<file path="src/rtl/qi_pkg.sv">
package qi_pkg;

  localparam int FRAC_BITS    = 14;
  localparam int IN_W         = 16;
  localparam int C_SHIFT      = 2 * FRAC_BITS - 15;
  localparam int DOT_W        = 34;
  localparam int CORDIC_STEPS = 20;
  localparam int ANG_W        = 24;
  localparam int CD_W         = 34;
  localparam int ATAN_PRE     = 14;
  localparam int PROD_W       = 40;
  localparam int BW_W         = 50;
  localparam int V_W          = 52;
  localparam int MAG_W        = 30;
  localparam int SQ_W         = 64;
  localparam int N_W          = 32;
  localparam int QB           = FRAC_BITS + 2;
  localparam int QB_IW        = $clog2(QB);
  localparam int DV_W         = N_W + QB;
  localparam int RM_W         = QB + 1;
  localparam int SQ1_STEPS    = 16;
  localparam int SQ2_STEPS    = 31;
  localparam int NORM_STEPS   = 6;

  localparam logic [16:0] K_ONE = 17'd32768;
  localparam logic signed [ANG_W-1:0] ANG_PI      = 24'sd3294199;
  localparam logic signed [ANG_W-1:0] ANG_HALF_PI = 24'sd1647099;
  localparam logic signed [CD_W-1:0]  CORDIC_START = 34'sd652032874;

  localparam logic CD_VEC = 1'b1;
  localparam logic CD_ROT = 1'b0;

  localparam logic [1:0] FLT_OK   = 2'd0;
  localparam logic [1:0] FLT_ZERO = 2'd1;
  localparam logic [1:0] FLT_SINE = 2'd2;

  typedef struct packed {
    logic                       func;
    logic [3:0][IN_W-1:0]       a;
    logic [3:0][IN_W-1:0]       b;
    logic [16:0]                k;
    logic [16:0]                cabs;
    logic                       dpos;
    logic                       cneg;
    logic                       szero;
    logic [3:0]                 vneg;
    logic                       zero;
    logic [3:0][MAG_W-1:0]      mg;
  } item_t;

  typedef struct packed {
    logic [SQ_W-1:0] q;
    logic [SQ_W-1:0] r;
  } sq_t;

  typedef struct packed {
    logic signed [CD_W-1:0]  x;
    logic signed [CD_W-1:0]  y;
    logic signed [ANG_W-1:0] z;
  } cd_t;

  typedef struct packed {
    logic [3:0][V_W-1:0] mag;
    logic [V_W-1:0]      m;
  } nm_t;

  typedef struct packed {
    logic [3:0][DV_W-1:0] rem;
    logic [3:0][QB-1:0]   quo;
    logic [N_W-1:0]       n;
  } dv_t;

  function automatic logic signed [ANG_W-1:0] atan_val(input logic [4:0] i);
    logic signed [ANG_W-1:0] v;
    case (i)
      5'd0:    v = 24'sd823550;
      5'd1:    v = 24'sd486170;
      5'd2:    v = 24'sd256879;
      5'd3:    v = 24'sd130396;
      5'd4:    v = 24'sd65451;
      5'd5:    v = 24'sd32757;
      5'd6:    v = 24'sd16383;
      5'd7:    v = 24'sd8192;
      5'd8:    v = 24'sd4096;
      5'd9:    v = 24'sd2048;
      5'd10:   v = 24'sd1024;
      5'd11:   v = 24'sd512;
      5'd12:   v = 24'sd256;
      5'd13:   v = 24'sd128;
      5'd14:   v = 24'sd64;
      5'd15:   v = 24'sd32;
      5'd16:   v = 24'sd16;
      5'd17:   v = 24'sd8;
      5'd18:   v = 24'sd4;
      5'd19:   v = 24'sd2;
      default: v = 24'sd0;
    endcase
    return v;
  endfunction

endpackage

</file>
<file path="src/rtl/qi_cordic_cell.sv">
module qi_cordic_cell import qi_pkg::*; (
  input  logic          clk,
  input  logic          rst,
  input  logic          en,
  input  logic          mode,
  input  logic [4:0]    step,
  input  logic          in_vld,
  input  item_t         in_item,
  input  cd_t [1:0]     in_cd,
  output logic          out_vld,
  output item_t         out_item,
  output cd_t [1:0]     out_cd
);

  cd_t [1:0]               cd_next;
  logic signed [CD_W-1:0]  xs [2];
  logic signed [CD_W-1:0]  ys [2];
  logic signed [ANG_W-1:0] da;
  logic                    neg [2];

  always_comb begin
    da = atan_val(step);
    for (int l = 0; l < 2; l++) begin
      xs[l] = $signed(in_cd[l].x) >>> step;
      ys[l] = $signed(in_cd[l].y) >>> step;
      // vectoring drives y to zero, rotation drives z to zero
      neg[l] = (mode == CD_VEC) ? ($signed(in_cd[l].y) > 0) : ($signed(in_cd[l].z) < 0);
      if (neg[l]) begin
        cd_next[l].x = in_cd[l].x + ys[l];
        cd_next[l].y = in_cd[l].y - xs[l];
        cd_next[l].z = in_cd[l].z + da;
      end else begin
        cd_next[l].x = in_cd[l].x - ys[l];
        cd_next[l].y = in_cd[l].y + xs[l];
        cd_next[l].z = in_cd[l].z - da;
      end
    end
  end

  always_ff @(posedge clk) begin
    if (rst) begin
      out_vld <= 1'b0;
    end else if (en) begin
      out_vld <= in_vld;
    end
  end

  always_ff @(posedge clk) begin
    if (en) begin
      out_item <= in_item;
      out_cd   <= cd_next;
    end
  end

endmodule

</file>
<file path="config.mk">
export PLATFORM = sky130hd
export DESIGN_NAME = qi_cordic_cell
export DESIGN_NICKNAME = d
export VERILOG_FILES = /design/src/rtl/qi_pkg.sv /design/src/rtl/qi_cordic_cell.sv
export SDC_FILE = /design/constraint.sdc
export NUM_CORES = 1
export LEC_CHECK = 0
export BUFFER_PORTS_ARGS = -buffer_cell sky130_fd_sc_hd__buf_2
export CORE_AREA = 10 10 367 369
export DETAILED_ROUTE_END_ITERATION = 8
export DIE_AREA = 0 0 377 379
export PLACE_DENSITY = 0.46
export RECOVER_POWER = 25
export REMOVE_ABC_BUFFERS = 1
export SKIP_CTS_REPAIR_TIMING = 1
export SYNTH_ARGS = -nofsm -noshare
export SYNTH_HDL_FRONTEND = slang
export SYNTH_SLANG_ARGS = --single-unit
</file>
<file path="constraint.sdc">
create_clock -name clk -period 7.15 [get_ports clk]
set_clock_uncertainty 0.05 [all_clocks]
set_input_delay 0.715 -clock clk [delete_from_list [all_inputs] [get_ports clk]]
set_output_delay 0.715 -clock clk [all_outputs]
set_load 0.01 [all_outputs]
</file>
==> Yosys cells after proc, flatten, opt, wreduce, memory -nomap -nowiden <==
Memory sizes are Yosys's and may differ from the RTL's.
Index checks and enable logic that the tools add are counted.
{ "word_totals": {"regBits": 476, "romBits": 640, "output_inout_bits": 476, "elab_cells": 52, "mem_count": 1} }
{ "memory_table": {"columns": ["memory", "depth", "width", "read_ports", "rd_ports_with_merged_regs", "write_ports", "line_no", "rtl"], "rows": [
  ["(name not given)", 32, 20, 1, 0, 0, "qi_pkg.sv:75", "case (i)"]
]} }
{ "classes": {"add_sub_neg": 12, "magnitude_cmp": 4, "shifts": 4, "n_mux": 4} }
{ "ops": {"columns": ["op", "n"], "rows": [
  ["92-bit 2-to-1 mux", 2],
  ["34-bit adder", 4],
  ["34-bit by 5-bit >>> shifter with 34-bit output", 4],
  ["34-bit subtractor", 4],
  ["34-bit by 1-bit > comparator with 1-bit output (second input constant)", 2],
  ["24-bit adder", 2],
  ["24-bit by 1-bit less-than comparator with 1-bit output (second input constant)", 2],
  ["24-bit subtractor", 2],
  ["1-bit 2-to-1 mux", 2]
]} }

==> Logic depth before layout (Yosys ltp) <==
Gate-level depths: netlist of the first run.
{ "depth": {"word_depth": 3, "ltp_mapped": 29, "mapped_depth_nobuf": 24} }

==> Least setup slack after synthesis of the first run <==
Ideal clock, no wire load.
{ "synth_path": {"kind": "input port to flip-flop", "startpoint": "input port step[1]", "endpoint": "register out_cd[91] (netlist name), data pin", "setup_time_ns": 0.264, "t_arrival_ns": 5.860, "required_ns": 6.836, "path_slack_ns": 0.977, "stages": 25, "path_buffers": 5, "path_cell_list": "buf_2 > buf_2 > buf_4 > buf_4 > clkbuf_1 > mux4_2 > a22oi_1 > o21ai_0 > nor2_1 > nand2_1 > or3_1 > nor2_1 > and3_1 > a31oi_1 > xor2_1 > ha_1 > and3_1 > a221o_1 > a21oi_1 > a21bo_2 > a21oi_1 > o221ai_1 > a21o_1 > a211oi_1 > xnor2_1"} }
{ "synth_rtl": {"columns": ["element", "line_no", "rtl"], "rows": [
  ["start: declaration", "qi_cordic_cell.sv:6", "input logic [4:0] step,"],
  ["end signal: assignment", "qi_cordic_cell.sv:51", "out_cd <= cd_next;"],
  ["end: declaration", "qi_cordic_cell.sv:12", "output cd_t [1:0] out_cd"]
]} }

==> run_summary.xml, run 1 <==
<?xml version="1.0" encoding="UTF-8"?>
<metrics>
  <group name="sta">
    <metric name="setup_violations" unit="">0</metric>
    <metric name="fmaxAchievable" unit="MHz">163</metric>
    <metric name="min_period_over_period" unit="">0.858</metric>
    <metric name="slew-limit-headroom" unit="">-2.43</metric>
    <metric name="pin_slew_with_the_least_headroom_to_its_limit" unit="ps">5150</metric>
    <metric name="timing.final.hold_violations" unit="">0</metric>
    <metric name="final.min_clock_period" unit="ps">6130</metric>
    <metric name="fin_setup_tns" unit="ps">0</metric>
    <metric name="setup_repair_after_global_routing_missed_its_margin" unit="">false</metric>
    <metric name="final-max-slew-violation-count" unit="">85</metric>
  </group>
  <group name="routing">
    <metric name="routed_via_density" unit="">5.56</metric>
    <metric name="avgRoutedWirePerCell" unit="µm">32.1</metric>
    <metric name="wl_met2" unit="µm">90400</metric>
    <metric name="drt-met1-wl" unit="µm">79900</metric>
    <metric name="postRouteWirelength" unit="µm">196000</metric>
    <metric name="detailroute.via_count" unit="">34000</metric>
    <metric name="topRoutingLayerUsed" unit="">met5</metric>
    <metric name="drcViolationCount" unit="">0</metric>
    <metric name="drt_iter0_drc" unit="">3727</metric>
    <metric name="postRouteAntennaNets" unit="">0</metric>
    <metric name="first_pass_iters" unit="">6</metric>
    <metric name="met3WireLength" unit="µm">18500</metric>
  </group>
  <group name="synthesis">
    <metric name="synth.area.mux_share" unit="">0.170</metric>
    <metric name="synth-main-ff-cell" unit="">sky130_fd_sc_hd__edfxtp_1</metric>
    <metric name="synth.yosys.seq_area_share" unit="">0.385</metric>
    <metric name="async_flop_share" unit="">0</metric>
    <metric name="ys.warnings.count" unit="">0</metric>
    <metric name="syn-mean-instance-area" unit="µm²">11.1</metric>
    <metric name="synth.lib_cells_used.distinct" unit="">123</metric>
    <metric name="synth-adder-area-share" unit="">0.0670</metric>
    <metric name="netlist_area" unit="µm²">37100</metric>
    <metric name="synth-simple-area-share" unit="">0.116</metric>
    <metric name="ys_ff_latch" unit="">476</metric>
    <metric name="synthesis.instances" unit="">3343</metric>
    <metric name="combinational_family_with_the_most_area_after_synthesis" unit="">multiplexers</metric>
    <metric name="post_synth_xor_area_fraction" unit="">0.0732</metric>
    <metric name="synth-compound-area-share" unit="">0.154</metric>
    <metric name="yosys.cell_count.top_type" unit="">sky130_fd_sc_hd__edfxtp_1</metric>
    <metric name="synthTopCellsByCount" unit="">sky130_fd_sc_hd__edfxtp_1, sky130_fd_sc_hd__nand2_1, sky130_fd_sc_hd__nor2_1</metric>
    <metric name="synth.largest_area_cell" unit="">sky130_fd_sc_hd__edfxtp_1</metric>
    <metric name="synth_top_area_frac" unit="">0.384</metric>
    <metric name="synth.area.top_cells" unit="">sky130_fd_sc_hd__edfxtp_1, sky130_fd_sc_hd__mux4_2, sky130_fd_sc_hd__ha_1</metric>
    <metric name="synth_edf_count" unit="">475</metric>
  </group>
  <group name="place">
    <metric name="place.detailed.hpwl" unit="µm">160000</metric>
    <metric name="gp_congestion" unit="">0.986</metric>
    <metric name="placedInstanceArea" unit="µm²">44800</metric>
    <metric name="port_buffers" unit="">960</metric>
  </group>
  <group name="critical_path">
    <metric name="arrival" unit="ps">6510</metric>
    <metric name="worst-path-max-fanout" unit="">37</metric>
    <metric name="worst-endpoint-required" unit="ps">7530</metric>
    <metric name="worst_setup_path_class" unit="">input pin to register</metric>
    <metric name="worstSetupStartpointType" unit="">input pin</metric>
    <metric name="endpoint_kind" unit="">register</metric>
  </group>
  <group name="grt">
    <metric name="grt_max_degree" unit="">171</metric>
    <metric name="via_count_of_the_first_global_routing_pass" unit="">33100</metric>
    <metric name="global_router_s_overall_resource_usage" unit="">0.260</metric>
    <metric name="initial_antenna_violation_count" unit="">49</metric>
    <metric name="congestion_overflow_gr" unit="">0</metric>
    <metric name="grt_first_pass_wirelength" unit="µm">267000</metric>
  </group>
  <group name="clock_network">
    <metric name="tritoncts_buffers" unit="">57</metric>
    <metric name="worstSkewPairLatency" unit="ps">670</metric>
    <metric name="cts.root.buffer_cell" unit="">sky130_fd_sc_hd__clkbuf_16</metric>
    <metric name="tritoncts" unit="">yes</metric>
    <metric name="cts_htree_levels" unit="">2</metric>
    <metric name="numClockSinks" unit="">476</metric>
    <metric name="cts_buffer_depth" unit="">3</metric>
    <metric name="clkSlewWorstSetupHoldPaths" unit="ps">60</metric>
  </group>
  <group name="final_layout">
    <metric name="n_fill_cell" unit="">12800</metric>
    <metric name="seqCellArea" unit="µm²">14300</metric>
    <metric name="share_of_layout_cells_above_drive_strength_1" unit="">0.355</metric>
    <metric name="num-nets-final" unit="">5064</metric>
    <metric name="combined_area_of_the_multi_input_logic_cells" unit="µm²">21600</metric>
    <metric name="layout.cell_area.non_filler" unit="µm²">46700</metric>
    <metric name="area_growth_syn_to_layout" unit="%">25.9</metric>
  </group>
  <group name="power_and_ir_drop">
    <metric name="power.density" unit="nW/µm²">250</metric>
    <metric name="cellLeakagePower" unit="nW">19.2</metric>
    <metric name="ir_worst_vdd" unit="mV">0.156</metric>
  </group>
  <group name="hold_path">
    <metric name="worstHoldPathType" unit="">input pin to register</metric>
  </group>
  <group name="die">
    <metric name="top_level_ports" unit="">961</metric>
    <metric name="dieWidth" unit="µm">377</metric>
    <metric name="core-area" unit="µm²">127000</metric>
    <metric name="start_util" unit="">0.292</metric>
    <metric name="fp-row-count" unit="">131</metric>
    <metric name="die_area" unit="µm²">143000</metric>
    <metric name="die_height" unit="µm">379</metric>
  </group>
  <group name="run_status">
    <metric name="run_status" unit="">finished, violations left</metric>
    <metric name="failing_checks" unit="">capacitance limit, slew limit</metric>
  </group>
  <group name="job">
    <metric name="cap_violations" unit="">1</metric>
  </group>
</metrics>
-- final cells by class --
cell class | count | share of cell area
Antenna cell | 11 | 0.000589
Clock buffer | 64 | 0.0316
Clock inverter | 44 | 0.0103
Inverter | 74 | 0.00600
Multi-Input combinational cell | 2618 | 0.462
Sequential cell | 476 | 0.306
Tap cell | 1662 | 0.0445
Timing Repair Buffer | 1157 | 0.139
-- cells by family (layout without fill, tap and decap cells) --
family	after synthesis	count (layout)
buffers and inverters	249	1339
other	0	11
flip-flops	476	476
AO/OA/AOI/OAI	859	859
XOR/XNOR	310	310
adder cells (fa/ha/maj)	195	195
AND/OR/NAND/NOR	870	870
multiplexers	384	384
-- metrics by stage --
step	util	hold slack [ps]	cells	worst slack, ps	power [W]
2_1_floorplan	-	478	3168	101	0.00649
3_3_place_gp	0.352	422	5987	432	0.00866
3_5_place_dp	0.352	432	5987	363	0.00862
4_1_cts	0.368	94.1	6095	1080	0.0118
5_1_grt	0.367	117	6098	651	0.0123
6_report	0.368	140	6106	1020	0.0117
-- critical path, cell delays in order --
cell,delay (ps)
sky130_fd_sc_hd__buf_8,250
sky130_fd_sc_hd__buf_12,310
sky130_fd_sc_hd__mux4_2,600
sky130_fd_sc_hd__nor2_1,110
sky130_fd_sc_hd__a21oi_1,40
sky130_fd_sc_hd__o21ai_0,570
sky130_fd_sc_hd__mux2i_1,340
sky130_fd_sc_hd__or3_1,430
sky130_fd_sc_hd__nor2_1,190
sky130_fd_sc_hd__and3_1,240
sky130_fd_sc_hd__a31oi_1,120
sky130_fd_sc_hd__xor2_1,170
sky130_fd_sc_hd__ha_1,350
sky130_fd_sc_hd__a21o_1,200
sky130_fd_sc_hd__a21o_1,170
sky130_fd_sc_hd__a21o_1,190
sky130_fd_sc_hd__a211o_1,310
sky130_fd_sc_hd__o2bb2ai_1,150
sky130_fd_sc_hd__nor3_1,320
sky130_fd_sc_hd__o31ai_1,140
sky130_fd_sc_hd__buf_4,150
sky130_fd_sc_hd__a21o_1,160
sky130_fd_sc_hd__a21oi_1,160
sky130_fd_sc_hd__xnor2_1,80
-- registers in the layout, indices dropped and copies added (netlist names) --
name,cells
out_item,291
out_cd,184
out_vld,1
-- layout by cell type (no fill, tap or decap), types with 36 or more instances in the layout --
master / netlist / routed
sky130_fd_sc_hd__o21ai_0: 162 / 162
sky130_fd_sc_hd__buf_2: 52 / 929
sky130_fd_sc_hd__mux2_2: 67 / 67
sky130_fd_sc_hd__mux4_2: 179 / 179
sky130_fd_sc_hd__xor2_1: 105 / 105
sky130_fd_sc_hd__nand3_1: 57 / 57
sky130_fd_sc_hd__clkbuf_16: 0 / 58
sky130_fd_sc_hd__buf_4: 16 / 181
sky130_fd_sc_hd__nor2b_1: 37 / 37
sky130_fd_sc_hd__and2_1: 37 / 37
sky130_fd_sc_hd__a21o_1: 76 / 76
sky130_fd_sc_hd__inv_1: 70 / 69
sky130_fd_sc_hd__a21oi_1: 235 / 235
sky130_fd_sc_hd__a31oi_1: 44 / 44
sky130_fd_sc_hd__edfxtp_1: 475 / 475
sky130_fd_sc_hd__o21a_1: 36 / 36
sky130_fd_sc_hd__mux2i_1: 124 / 122
sky130_fd_sc_hd__xnor2_1: 205 / 205
sky130_fd_sc_hd__nor3_1: 37 / 37
sky130_fd_sc_hd__nand2_1: 271 / 271
sky130_fd_sc_hd__ha_1: 189 / 189
sky130_fd_sc_hd__nor2_1: 240 / 238
-- layer usage --
layer  up-vias  GRT usage
met1     16800      0.332
met2      1722      0.420
met4        38     0.0806
met3       331     0.0766
met5         -          0
li1      15000          -
-- where the power goes --
group / internal, W / leakage (nW) / switching [W]
combinational: 0.00189 / 13.6 / 0.00281
sequential: 0.00371 / 4.66 / 0.000169
clock: 0.00178 / 0.950 / 0.00130
total: 0.00738 / 19.2 / 0.00428
-- path summary, 6_finish.rpt --
kind                        startpoint                   end  slack [ps]  depth (start not counted)
setup / recovery               step[0]  out_cd[88]$_DFFE_PP_        1020                         24
hold / removal                     rst  out_vld$_SDFFE_PP0P_         140                          2
setup reg to reg  out_vld$_SDFFE_PP0P_  out_vld$_SDFFE_PP0P_        6520                          2
hold reg to reg   out_vld$_SDFFE_PP0P_  out_vld$_SDFFE_PP0P_         440                          2
(Power assumes the default switching activity.)
==> run 2, diff against run 1 <==
- CELL_PAD_IN_SITES_DETAIL_PLACEMENT: not set -> 1
- CELL_PAD_IN_SITES_GLOBAL_PLACEMENT: not set -> 2
- PLACE_DENSITY: 0.46 -> 0.68
- SLEW_MARGIN: not set -> 30
==> run 2 against run 1 <==
The run still ends with capacitance limit, slew limit left. Register-to-register slack is essentially flat. Clock power shrank 3%. Largest cell class unchanged. Critical endpoint is now out_item[102]$_DFFE_PP_. Sequential share of layout area is essentially flat. Via count grew 1.1%. Critical path depth shrank 22. First-iteration DRC count shrank 18%. Global-route usage grew 2.2 points. Sequential power shrank 1%. Worst setup slack lost 130 ps. Die area is the same.
==> run_summary.xml, run 2 (synthesis gave the netlist of run 1 again) <==
<?xml version="1.0" encoding="UTF-8"?>
<metrics>
  <group name="grt">
    <metric name="global_router_s_overall_resource_usage" unit="">0.282</metric>
    <metric name="via_count_of_the_first_global_routing_pass" unit="">34500</metric>
    <metric name="initial_antenna_violation_count" unit="">46</metric>
    <metric name="congestion_overflow_gr" unit="">0</metric>
    <metric name="grt_first_pass_wirelength" unit="µm">288000</metric>
    <metric name="grt_max_degree" unit="">107</metric>
  </group>
  <group name="sta">
    <metric name="slew-limit-headroom" unit="">-3.32</metric>
    <metric name="timing.final.hold_violations" unit="">0</metric>
    <metric name="min_period_over_period" unit="">0.876</metric>
    <metric name="final.min_clock_period" unit="ps">6260</metric>
    <metric name="pin_slew_with_the_least_headroom_to_its_limit" unit="ps">6480</metric>
    <metric name="final-max-slew-violation-count" unit="">107</metric>
    <metric name="setup_repair_after_global_routing_missed_its_margin" unit="">false</metric>
    <metric name="setup_violations" unit="">0</metric>
    <metric name="fin_setup_tns" unit="ps">0</metric>
    <metric name="fmaxAchievable" unit="MHz">160</metric>
  </group>
  <group name="die">
    <metric name="die_area" unit="µm²">143000</metric>
    <metric name="die_height" unit="µm">379</metric>
    <metric name="start_util" unit="">0.292</metric>
    <metric name="fp-row-count" unit="">131</metric>
    <metric name="top_level_ports" unit="">961</metric>
    <metric name="core-area" unit="µm²">127000</metric>
    <metric name="dieWidth" unit="µm">377</metric>
  </group>
  <group name="final_layout">
    <metric name="final_cells" unit="">6113</metric>
    <metric name="n_fill_cell" unit="">14400</metric>
    <metric name="number_of_flip_flops_under_the_largest_register_name" unit="">291</metric>
    <metric name="seqCellArea" unit="µm²">14300</metric>
    <metric name="area_growth_syn_to_layout" unit="%">25.9</metric>
    <metric name="most_common_library_cell_in_the_layout_ignoring_fill_and_taps" unit="">sky130_fd_sc_hd__buf_2</metric>
    <metric name="combined_area_of_the_multi_input_logic_cells" unit="µm²">21600</metric>
    <metric name="most_used_cells_in_the_layout_excluding_fill_and_tap_cells" unit="">sky130_fd_sc_hd__buf_2, sky130_fd_sc_hd__edfxtp_1, sky130_fd_sc_hd__nand2_1, sky130_fd_sc_hd__nor2_1, sky130_fd_sc_hd__a21oi_1</metric>
    <metric name="largestRegisters" unit="">out_item (291), out_cd (184), out_vld (1)</metric>
    <metric name="share_of_layout_cells_above_drive_strength_1" unit="">0.353</metric>
    <metric name="top_register" unit="">out_item</metric>
    <metric name="layout.cell_area.non_filler" unit="µm²">46700</metric>
    <metric name="num-nets-final" unit="">5068</metric>
  </group>
  <group name="routing">
    <metric name="postRouteWirelength" unit="µm">212000</metric>
    <metric name="avgRoutedWirePerCell" unit="µm">34.6</metric>
    <metric name="first_pass_iters" unit="">7</metric>
    <metric name="routed_via_density" unit="">5.61</metric>
    <metric name="postRouteAntennaNets" unit="">0</metric>
    <metric name="drt_iter0_drc" unit="">3070</metric>
    <metric name="drcViolationCount" unit="">0</metric>
    <metric name="detailroute.via_count" unit="">34300</metric>
  </group>
  <group name="critical_path">
    <metric name="worst-path-buf-inv" unit="">2</metric>
    <metric name="worst-path-max-fanout" unit="">106</metric>
    <metric name="cp_slowest_stage_delay" unit="ps">4430</metric>
    <metric name="worst-endpoint-required" unit="ps">7390</metric>
    <metric name="regToRegStartpoint" unit="">out_vld$_SDFFE_PP0P_</metric>
    <metric name="critical-path-top-delay-family" unit="">buffers and inverters</metric>
    <metric name="worstSetupStartpointType" unit="">input pin</metric>
    <metric name="reg2reg_to" unit="">out_vld$_SDFFE_PP0P_</metric>
    <metric name="reg2reg_path_depth" unit="">2</metric>
    <metric name="critical-path-slowest-cell" unit="">sky130_fd_sc_hd__clkbuf_1</metric>
    <metric name="arrival" unit="ps">6500</metric>
    <metric name="worst_setup_path_class" unit="">input pin to register</metric>
    <metric name="series_of_cell_instances_along_the_critical_path" unit="">clkbuf_1, buf_4</metric>
    <metric name="endpoint_kind" unit="">register</metric>
    <metric name="timing.reg2reg.setup_slack" unit="ps">6510</metric>
  </group>
  <group name="clock_network">
    <metric name="numClockSinks" unit="">476</metric>
    <metric name="cts_htree_levels" unit="">2</metric>
    <metric name="cts.root.buffer_cell" unit="">sky130_fd_sc_hd__clkbuf_16</metric>
    <metric name="clkSlewWorstSetupHoldPaths" unit="ps">60</metric>
    <metric name="worstSkewPairLatency" unit="ps">660</metric>
    <metric name="tritoncts_buffers" unit="">58</metric>
    <metric name="cts_buffer_depth" unit="">3</metric>
    <metric name="tritoncts" unit="">yes</metric>
  </group>
  <group name="place">
    <metric name="gp_congestion" unit="">0.969</metric>
    <metric name="placedInstanceArea" unit="µm²">44800</metric>
    <metric name="dpl.cell_count" unit="">5990</metric>
    <metric name="port_buffers" unit="">960</metric>
    <metric name="place.detailed.hpwl" unit="µm">176000</metric>
  </group>
  <group name="hold_path">
    <metric name="min_delay_path_depth" unit="">2</metric>
    <metric name="hold_path_end" unit="">out_vld$_SDFFE_PP0P_</metric>
    <metric name="hold_path_startpoint" unit="">rst</metric>
    <metric name="worstHoldPathType" unit="">input pin to register</metric>
  </group>
  <group name="run_status">
    <metric name="run_status" unit="">finished, violations left</metric>
    <metric name="failing_checks" unit="">capacitance limit, slew limit</metric>
  </group>
  <group name="job">
    <metric name="cap_violations" unit="">1</metric>
  </group>
  <group name="power_and_ir_drop">
    <metric name="ir_worst_vdd" unit="mV">0.213</metric>
    <metric name="cellLeakagePower" unit="nW">19.2</metric>
    <metric name="power.density" unit="nW/µm²">250</metric>
  </group>
</metrics>
[run 2: cell count changes in the layout (fill, tap and decap cells not counted), moves of 3 or more]
| cell | before | now |
|---|---|---|
| sky130_fd_sc_hd__clkbuf_1 | 32 | 40 |
| sky130_fd_sc_hd__clkinv_1 | 11 | 14 |
| sky130_fd_sc_hd__clkinv_2 | 18 | 11 |
| sky130_fd_sc_hd__clkinvlp_4 | 5 | 2 |
| sky130_fd_sc_hd__diode_2 | 11 | 17 |
[run 2: how the worst max path moves through the flow]
| stage | startpoint | end | slack (ps) | cells past startpoint |
|---|---|---|---|---|
| floorplan | step[1] | out_cd[182]$_DFFE_PP_ | 100 | 18 |
| global placement | step[1] | out_cd[56]$_DFFE_PP_ | 340 | 21 |
| finish | en | out_item[102]$_DFFE_PP_ | 890 | 2 |
| detailed placement | step[0] | out_cd[56]$_DFFE_PP_ | 300 | 22 |
| CTS | step[1] | out_cd[56]$_DFFE_PP_ | 990 | 21 |
| global route | en | out_cd[104]$_DFFE_PP_ | 450 | 2 |
[run 2: cell type report]
type,count,share of cell area
Multi-Input combinational cell,2618,0.462
Sequential cell,476,0.306
Timing Repair Buffer,1160,0.140
Tap cell,1662,0.0445
Clock buffer,72,0.0327
Clock inverter,34,0.00777
Inverter,74,0.00603
Antenna cell,17,0.000911
[run 2: routing by layer]
| metal | track usage | vias to the layer above | share of wire |
|---|---|---|---|
| li1 | - | 15000 | - |
| met1 | 0.368 | 17600 | 0.42 |
| met2 | 0.458 | 1373 | 0.46 |
| met3 | 0.0754 | 280 | 0.085 |
| met4 | 0.0772 | 30 | 0.031 |
| met5 | 0 | - | 0.00086 |
[run 2: where the power goes]
group          total, W  switching [W]  internal [W]
Combinational   0.00484        0.00296       0.00188
Sequential      0.00383       0.000125       0.00371
Clock           0.00300        0.00127       0.00173
[run 2: per-stage QoR]
stage,util,setup slack [ps],hold WS [ps],power (W)
floorplan,-,101,478,0.00649
global placement,0.352,341,419,0.00870
detailed placement,0.353,297,463,0.00871
CTS,0.368,993,111,0.0118
global route,0.367,450,131,0.0123
finish,0.368,889,157,0.0117
